`src/rtl/core/wtra_pkg.sv`:
```
// Shared types and constants for the windowed tilt roll angle block.
// Used by the channel interfaces, the roll unit and the top level.
package wtra_pkg;

    localparam int ACCEL_W      = 16;
    localparam int ROLL_W       = 15;
    localparam int ANGLE_W      = 20;
    localparam int CORDIC_STEPS = 16;
    localparam int FRAC_BITS    = 20;
    localparam int ROOT_FRAC    = 10;
    localparam int ROLL_MAX     = 9000;

    typedef enum logic [1:0] {
        S_IDLE,
        S_SUM,
        S_ROLL
    } t_state;

    typedef enum logic [2:0] {
        R_IDLE,
        R_SQX,
        R_SQZ,
        R_ADD,
        R_SQRT,
        R_INIT,
        R_CORDIC,
        R_DONE
    } t_roll_state;

    typedef struct packed {
        logic start;
        logic take;
    } t_roll_ctl;

    typedef struct packed {
        logic                     done;
        logic signed [ROLL_W-1:0] roll;
    } t_roll_stat;

    // atan(2^-i) in sixteenths of a centidegree, rounded to nearest.
    function automatic logic signed [ANGLE_W-1:0] atan_step(input logic [3:0] idx);
        logic signed [ANGLE_W-1:0] v;
        unique case (idx)
            4'd0:    v = ANGLE_W'(72000);
            4'd1:    v = ANGLE_W'(42504);
            4'd2:    v = ANGLE_W'(22458);
            4'd3:    v = ANGLE_W'(11400);
            4'd4:    v = ANGLE_W'(5722);
            4'd5:    v = ANGLE_W'(2864);
            4'd6:    v = ANGLE_W'(1432);
            4'd7:    v = ANGLE_W'(716);
            4'd8:    v = ANGLE_W'(358);
            4'd9:    v = ANGLE_W'(179);
            4'd10:   v = ANGLE_W'(90);
            4'd11:   v = ANGLE_W'(45);
            4'd12:   v = ANGLE_W'(22);
            4'd13:   v = ANGLE_W'(11);
            4'd14:   v = ANGLE_W'(6);
            4'd15:   v = ANGLE_W'(3);
            default: v = '0;
        endcase
        return v;
    endfunction

endpackage

```
`src/rtl/core/wtra_roll.sv`:
```
// Roll angle unit: squares, bit-serial square root and a 16-step CORDIC.
// Depends on wtra_pkg; started by the top level with the three window sums.
module wtra_roll import wtra_pkg::*; #(
    parameter int SUM_W = 22
) (
    input  logic                    i_clk,
    input  logic                    i_rst_n,
    input  t_roll_ctl               i_ctl,
    input  logic signed [SUM_W-1:0] i_sum_x,
    input  logic signed [SUM_W-1:0] i_sum_y,
    input  logic signed [SUM_W-1:0] i_sum_z,
    output t_roll_stat              o_stat
);

    localparam int SQ_W    = 2 * SUM_W;
    localparam int RAD_RAW = SQ_W + 1 + FRAC_BITS;
    localparam int RAD_W   = RAD_RAW + (RAD_RAW % 2);
    localparam int ROOT_W  = RAD_W / 2;
    localparam int REM_W   = ROOT_W + 3;
    localparam int CW      = ROOT_W + 13;
    localparam int CNT_W   = $clog2(ROOT_W);

    t_roll_state r_state, n_state;

    logic [SUM_W-1:0]        r_ax, r_ay, r_az;
    logic                    r_neg, r_yzero;
    logic [SQ_W-1:0]         r_sqa, r_sqb;
    logic [RAD_W-1:0]        r_rad;
    logic [REM_W-1:0]        r_rem;
    logic [ROOT_W-1:0]       r_root;
    logic [CNT_W-1:0]        r_cnt;
    logic signed [CW-1:0]    r_x, r_y;
    logic signed [ANGLE_W-1:0] r_z;

    logic [REM_W-1:0]        rem_sh, trial;
    logic                    fits;
    logic signed [CW-1:0]    dx, dy;
    logic signed [ANGLE_W-1:0] step_ang;
    logic signed [ANGLE_W-1:0] rounded;
    logic [ROLL_W-1:0]       mag;

    always_ff @(posedge i_clk) begin
        if (!i_rst_n) begin
            r_state <= R_IDLE;
        end else begin
            r_state <= n_state;
        end
    end

    always_comb begin
        n_state = r_state;
        unique case (r_state)
            R_IDLE: begin
                if (i_ctl.start) begin
                    n_state = (i_sum_y == '0) ? R_DONE : R_SQX;
                end
            end
            R_SQX:  n_state = R_SQZ;
            R_SQZ:  n_state = R_ADD;
            R_ADD:  n_state = R_SQRT;
            R_SQRT: begin
                if (r_cnt == CNT_W'(ROOT_W - 1)) begin
                    n_state = R_INIT;
                end
            end
            R_INIT: n_state = R_CORDIC;
            R_CORDIC: begin
                if (r_cnt == CNT_W'(CORDIC_STEPS - 1)) begin
                    n_state = R_DONE;
                end
            end
            R_DONE: begin
                if (i_ctl.take) begin
                    n_state = R_IDLE;
                end
            end
            default: n_state = R_IDLE;
        endcase
    end

    // One root bit per cycle: restoring square root on two radicand bits.
    always_comb begin
        rem_sh = {r_rem[REM_W-3:0], r_rad[RAD_W-1 -: 2]};
        trial  = REM_W'({r_root, 2'b01});
        fits   = (rem_sh >= trial);
    end

    always_comb begin
        dx       = r_y >>> r_cnt[3:0];
        dy       = r_x >>> r_cnt[3:0];
        step_ang = atan_step(r_cnt[3:0]);
    end

    always_ff @(posedge i_clk) begin
        unique case (r_state)
            R_IDLE: begin
                r_ax    <= i_sum_x[SUM_W-1] ? SUM_W'(-i_sum_x) : SUM_W'(i_sum_x);
                r_ay    <= i_sum_y[SUM_W-1] ? SUM_W'(-i_sum_y) : SUM_W'(i_sum_y);
                r_az    <= i_sum_z[SUM_W-1] ? SUM_W'(-i_sum_z) : SUM_W'(i_sum_z);
                r_neg   <= i_sum_y[SUM_W-1];
                r_yzero <= (i_sum_y == '0);
            end
            R_SQX: r_sqa <= SQ_W'(r_ax) * SQ_W'(r_ax);
            R_SQZ: r_sqb <= SQ_W'(r_az) * SQ_W'(r_az);
            R_ADD: begin
                r_rad  <= RAD_W'({RAD_W'(r_sqa) + RAD_W'(r_sqb), FRAC_BITS'(0)});
                r_rem  <= '0;
                r_root <= '0;
                r_cnt  <= '0;
            end
            R_SQRT: begin
                r_rem  <= fits ? (rem_sh - trial) : rem_sh;
                r_root <= {r_root[ROOT_W-2:0], fits};
                r_rad  <= {r_rad[RAD_W-3:0], 2'b00};
                r_cnt  <= r_cnt + 1'b1;
            end
            R_INIT: begin
                r_x   <= $signed(CW'({r_root, ROOT_FRAC'(0)}));
                r_y   <= $signed(CW'({r_ay, FRAC_BITS'(0)}));
                r_z   <= '0;
                r_cnt <= '0;
            end
            R_CORDIC: begin
                if (!r_y[CW-1]) begin
                    r_x <= r_x + dx;
                    r_y <= r_y - dy;
                    r_z <= r_z + step_ang;
                end else begin
                    r_x <= r_x - dx;
                    r_y <= r_y + dy;
                    r_z <= r_z - step_ang;
                end
                r_cnt <= r_cnt + 1'b1;
            end
            R_DONE: ;
            default: ;
        endcase
    end

    // A negative angle rounds to zero or below and is clamped to zero anyway.
    always_comb begin
        rounded = (r_z + ANGLE_W'(8)) >>> 4;
        if (r_yzero || r_z[ANGLE_W-1]) begin
            mag = '0;
        end else if (rounded > ANGLE_W'(ROLL_MAX)) begin
            mag = ROLL_W'(ROLL_MAX);
        end else begin
            mag = rounded[ROLL_W-1:0];
        end
        o_stat.done = (r_state == R_DONE);
        o_stat.roll = r_neg ? $signed(-mag) : $signed(mag);
    end

endmodule
```
`config.mk`:
```
export PLATFORM = sky130hd
export DESIGN_NAME = wtra_roll
export DESIGN_NICKNAME = d
export VERILOG_FILES = /design/src/rtl/core/wtra_pkg.sv /design/src/rtl/core/wtra_roll.sv
export SDC_FILE = /design/constraint.sdc
export NUM_CORES = 2
export LEC_CHECK = 0
export BUFFER_PORTS_ARGS = -buffer_cell sky130_fd_sc_hd__buf_2
export CAP_MARGIN = 15
export CORE_MARGIN = 1
export CORE_UTILIZATION = 35
export CTS_BUF_LIST = sky130_fd_sc_hd__clkbuf_4 sky130_fd_sc_hd__clkbuf_8 sky130_fd_sc_hd__clkbuf_16
export CTS_CLUSTER_SIZE = 20
export DETAILED_ROUTE_END_ITERATION = 10
export GPL_TIMING_DRIVEN = 0
export PLACE_DENSITY_LB_ADDON = 0.25
export SETUP_SLACK_MARGIN = 0.05
export SLEW_MARGIN = 20
export SYNTH_ARGS = -nofsm -noshare
export SYNTH_HDL_FRONTEND = slang
export SYNTH_SLANG_ARGS = --single-unit
```
`constraint.sdc`:
```
create_clock -name i_clk -period 26.1 [get_ports i_clk]
set_input_delay 1.305 -clock i_clk [delete_from_list [all_inputs] [get_ports i_clk]]
set_output_delay 1.305 -clock i_clk [all_outputs]
set_load 0.01 [all_outputs]
```
Yosys cells after proc, flatten, opt, wreduce, memory -nomap -nowiden:

Memories as Yosys holds them, arrays and structs flattened. A register that Yosys moved wholly into a read port is not among the register bits.
Cells that the tools add are included.

* flip-flop bits (word level): 410
* ROM bits: 272
* input bits: 70
* output and inout bits: 16
* word-level logic and storage cells: 85
* memories kept: 1

Memory list
* (no name shown): depth 16, bits a word 17, rd ports 1, clocked after memory_dff 1, write ports 0, line wtra_pkg.sv:43 `unique case (idx)`

* add/subtract/negate cells: 14
* multiply operators: 2
* order comparisons: 2
* equal/unequal tests: 13
* shifts and indexed selects: 2
* muxes and demuxes: 24
* reductions and logical operators: 9

Operators by type and width (count)
* $pmux W46 S2: 2
* $pmux W66 S2: 1
* $add A46 B46 Y46: 2
* $mux W46: 2
* $sshr A46 B4 Y46: 2
* $sub A46 B46 Y46: 2
* $mul A22 B22 Y44: 2
* $pmux W34 S2: 1
* $neg A22 Y22: 3
* $pmux W33 S2: 1
* $mux W21: 3
* $add A44 B44 Y45: 1
* $mux W15: 3
* $pmux W20 S2: 1
* $ge A36 B35 Y1: 1
* $mux W34: 1
* $sub A34 B34 Y34: 1
* $pmux W3 S8: 1
* $logic_not A22 Y1: 1
* $add A20 B20 Y20: 1
* $add A20 B5 Y20 const B: 1
* $mux W20: 1
* $sub A20 B20 Y20: 1
* $gt A16 B15 Y1 const B: 1
* 16 further kinds: 30

Longest topological paths before layout:

* word-level depth: 6
* depth in mapped cells: 31
* mapped depth without buffers: 27

Least setup slack after synthesis:

Ideal clock, no wire load.

* path kind: register to register
* from: register r_state[0]
* to: register r_rad[20] (enable)
* library setup time: 741 ps
* arrival time: 8654 ps
* required time: 25359 ps
* path slack: 16704 ps
* cell stages (with the launch flop): 4
* buffers on the path: 1
* clock period less this slack: 9396 ps
* path through: dfxtp_1 clkbuf_1 nand2_1 o21ai_0

* word-level cells in the longest chain between the ends: 2
* elaborated cells between the ends (all ways): 3
* classes of those cells: eq/ne: 2; reduce/logical: 1

RTL lines
* start, declared: line wtra_roll.sv:23 `t_roll_state r_state, n_state;`
* start signal, assigned: line wtra_roll.sv:46 `r_state <= n_state;`
* $eq A3 B3 Y1 or $eq A3 B2 Y1 (tied branches): line wtra_roll.sv:95 `unique case (r_state)`
* $reduce_bool A2 Y1 (no source line) (*)
* end signal, assigned: line wtra_roll.sv:106 `r_rad <= RAD_W'({RAD_W'(r_sqa) + RAD_W'(r_sqb), FRAC_BITS'(0)});`
* end signal, assigned: line wtra_roll.sv:114 `r_rad <= {r_rad[RAD_W-3:0], 2'b00};`
* end, declared: line wtra_roll.sv:28 `logic [RAD_W-1:0] r_rad;`

Every way passes the cells marked *; elsewhere a longest branch is shown, timed or not.
A chain may end at the register's enable or synchronous reset.

Final worst setup path:

* from: register r_cnt[3]
* to: register r_y[44] (data pin)

* word-level cells in the longest chain between the ends: 4
* elaborated cells between the ends (all ways): 5
* classes of those cells: add/sub: 2; shift: 1; mux: 2

RTL lines
* start, declared: line wtra_roll.sv:31 `logic [CNT_W-1:0] r_cnt;`
* start signal, assigned: line wtra_roll.sv:115 `r_cnt <= r_cnt + 1'b1;`
* start signal, assigned: line wtra_roll.sv:133 `r_cnt <= r_cnt + 1'b1;`
* $sshr A46 B4 Y46 (*): line wtra_roll.sv:90 `dy = r_x >>> r_cnt[3:0];`
* $sub A46 B46 Y46 or $add A46 B46 Y46 (tied branches): line wtra_roll.sv:126, wtra_roll.sv:130
* $mux W46 (*): line wtra_roll.sv:124 `if (!r_y[CW-1]) begin`
* $pmux W46 S2 (*): line wtra_roll.sv:95
* end signal, assigned: line wtra_roll.sv:119 `r_y <= $signed(CW'({r_ay, FRAC_BITS'(0)}));`
* end signal, assigned: line wtra_roll.sv:126 `r_y <= r_y - dy;`
* end signal, assigned: line wtra_roll.sv:130 `r_y <= r_y + dy;`
* end, declared: line wtra_roll.sv:32 `logic signed [CW-1:0] r_x, r_y;`

Marked as above.

==> impl_metrics.csv <==
group,metric,value,unit
worst_setup_path,cp_max_fo,10,
global_routing,gr-usage-all-layers,0.211,
clock_network,ctsHoldBuffers,0,
timing,worstMarginPinSlew,1.25,ns
clock_network,cts_setup_buffers,0,
layout,fin_nets,7962,
floorplanning,die_x,418,um
timing,drv_slew,0,
synthesis,yosys-top-cells-area,"fa_1 (23%), edfxtp_1 (19%), ha_1 (11%), inv_1 (6.4%), nand2_1 (4.1%)",
timing,skew,0.0534,ns
global_routing,overflow,0,
clock_network,clk-insertion-delay-late,0.69,ns
worst_setup_path,path_common_cell,"clkbuf_1",
floorplanning,start_util,0.352,
synthesis,syn_inst,6496,
routing,vias,47727,
timing,setup_viol,0,
floorplanning,rows,152,
worst_setup_path,arrival,10.10,ns
layout,final_util,0.385,
min_path,hold_path_class,"reg -> reg",
clock_network,post_cts_resize_count,0,
run,max_cap_viol_count,0,
routing,drc,0,
synthesis,ys_seq_area_frac,0.198,
layout,num-fill-cells,17259,
routing,vias_per_cell,5.29,
floorplanning,core,0.172,mm2
global_routing,antenna_found_initial,7,
routing,drt_first_pass_iters,6,
clock_network,numClockSinks,405,
timing,rsz0062_at_grt,"no",
timing,setup_tns,0,ns
routing,wl_per_cell,20.2,um
worst_setup_path,worst_setup_path_start_kind,"register",
worst_setup_path,required,26.54,ns
timing,timing.fmax,104,MHz
clock_network,cts_buffer_depth,3,
synthesis,syn_area,0.0605,mm2
synthesis,async_flop_share,0,
place,gp_congestion,0.972,
routing,wl,182000,um
status,status,"finished clean",
routing,ant_nets,0,
global_routing,grt_max_degree,48,
clock_network,cts_inserted_buffers,54,
routing,dr.first_iter.drc_count,3394,
timing,hold_slack,0.513,ns
synthesis,ys.warnings.count,0,
worst_setup_path,worstSetupPathType,"reg -> reg",
clock_network,htree_levels,2,
synthesis,syn_nets,7795,
worst_setup_path,max_stage_delay,0.77,ns
clock_network,cts-root-buf,"clkbuf_16",
clock_network,clk_pin_slew,0.06,ns
place,hpwl,147000,um
worst_setup_path,endpoint_kind,"register",
clock_network,cts_tree,"yes",
worst_setup_path,crit_family,"buffers and inverters",
synthesis,synth_top_area_cell,"fa_1",
synthesis,yosysTopAreaCellShare,0.229,
timing,fin_crit_sh,0.370,
worst_setup_path,slowest_stage,"clkbuf_1",
floorplanning,dieHeight,418,um
timing,period_needed,9.66,ns
synthesis,synth.distinct_cells,93,
worst_setup_path,critical_path_buf_inv_count,8,
synthesis,synthFlopType,"edfxtp_1",
global_routing,grt_pass1_wl,287000,um
layout,drive_above_1_share,0.0663,
synthesis,synth-seq-cells,405,
global_routing,grt_pass1_vias,49561,
timing,report.final.hold_viol_count,0,
timing,slew_headroom,0.168,
floorplanning,pin_count,86,
synthesis,synth_edf_count,385,
layout,area_delta_synth_final,9.27,%
synthesis,avgSynthCellArea,9.32,um2
place,portBuffers,85,
floorplanning,die_area,0.175,mm2
==> cell type report <==
class,count,area [um2],area share
Antenna cell,5,12.5,0.000189
Buffer,253,1060,0.0160
Clock buffer,63,1420,0.0215
Clock inverter,37,459,0.00694
Inverter,1035,3880,0.0587
Multi-Input combinational cell,4803,43600,0.660
Sequential cell,405,12000,0.181
Tap cell,2310,2890,0.0437
Timing Repair Buffer,111,796,0.0120
==> path summary, 6_finish.rpt <==
path                                         startpoint               endpoint  slack (ns)  depth (start not counted)
worst min-delay path            r_rad[20]$_SDFFCE_PP0P_    r_rad[22]$_DFFE_PP_        0.51                          2
worst max register to register       r_cnt[3]$_DFFE_PN_  r_y[44]$_SDFFCE_PN0P_       16.44                         26
worst max-delay path                 r_cnt[3]$_DFFE_PN_  r_y[44]$_SDFFCE_PN0P_       16.44                         26
worst min register to register  r_rad[20]$_SDFFCE_PP0P_    r_rad[22]$_DFFE_PP_        0.51                          2
==> Yosys cell counts, types with 46 or more instances <==
cell type and count:
nand2_1 662, xor2_1 151, a21oi_1 367, o31ai_1 46, nand3_1 107, ha_1 537
a31oi_1 51, a21o_1 133, and3_1 49, fa_1 692, inv_1 1035, o21ai_0 264
clkbuf_1 196, mux2i_1 55, nor2_1 379, edfxtp_1 385, xnor2_1 276, nor3_1 93
and2_1 219, mux4_2 100
==> layout by cell type, fill, tap and decap left out, types with 24 or more instances in the layout <==
cell	n
nor3_1	90
nor2_1	379
mux2_2	38
or3_1	31
and2_1	218
xor2_1	151
nand3_1	107
buf_2	108
ha_1	537
o21a_1	38
a21oi_1	367
a31oi_1	51
a211oi_1	38
o211ai_1	34
o31ai_1	46
clkbuf_16	54
clkbuf_1	195
mux2i_1	55
mux4_2	100
or2_2	24
nor2b_1	36
nand4_1	36
o21bai_1	45
nand2_1	662
o21ai_0	263
nand2b_1	41
and3_1	49
fa_1	692
xnor2_1	276
inv_1	1035
a21o_1	133
edfxtp_1	385
==> cell families after synthesis <==
logic type / synth area share
fa+ha+maj: 0.340
compound gates: 0.122
simple gates: 0.138
xor+xnor: 0.0618
mux: 0.0583
buf+inv: 0.0817
flops: 0.198
==> per-stage QoR <==
step	setup WS [ns]	area, um2	cells
after floorplan	16.70	60500	6496
after global placement	12.52	63800	8891
after detailed placement	16.70	64200	8917
after CTS	16.64	66100	9017
after global routing	15.98	66100	9020
final	16.44	66100	9022
==> registers in the layout (all words and copies together), names as in the netlist, 17 cells and up <==
signal and flops:
r_rem 34, r_ay 22, r_sqb 43, r_y 46, r_x 46, r_az 22
r_z 20, r_root 33, r_sqa 43, r_rad 46, r_ax 22, step_ang 17
==> worst reg2reg max path, cell delays in order (launching register included) <==
cell and delay, ns:
edfxtp_1 0.33, clkbuf_1 0.57, buf_1 0.66, clkbuf_1 0.54
buf_1 0.51, clkbuf_1 0.55, clkbuf_1 0.70, clkbuf_1 0.78
a21oi_1 0.10, a21oi_1 0.24, ha_1 0.26, o2111ai_1 0.29
and4bb_2 0.45, a21oi_1 0.09, xnor2_1 0.18, ha_1 0.28
clkbuf_1 0.18, nand2_1 0.10, o21ai_0 0.09, a2111oi_0 0.67
o21ai_0 0.18, o21ai_0 0.33, nand2_1 0.18, a31oi_1 0.43
o21ai_0 0.31, o221ai_1 0.29, mux2i_1 0.11
==> metal layers <==
layer / part of all wire / global-route usage
met1: 0.43 / 0.275
met2: 0.49 / 0.361
met3: 0.052 / 0.0240
met5: 0.000093 / 0
met4: 0.036 / 0.0695
Power is left out: the tool's default activity adds up to more than one toggle a clock period on the data nets, which glitch-free logic cannot reach.
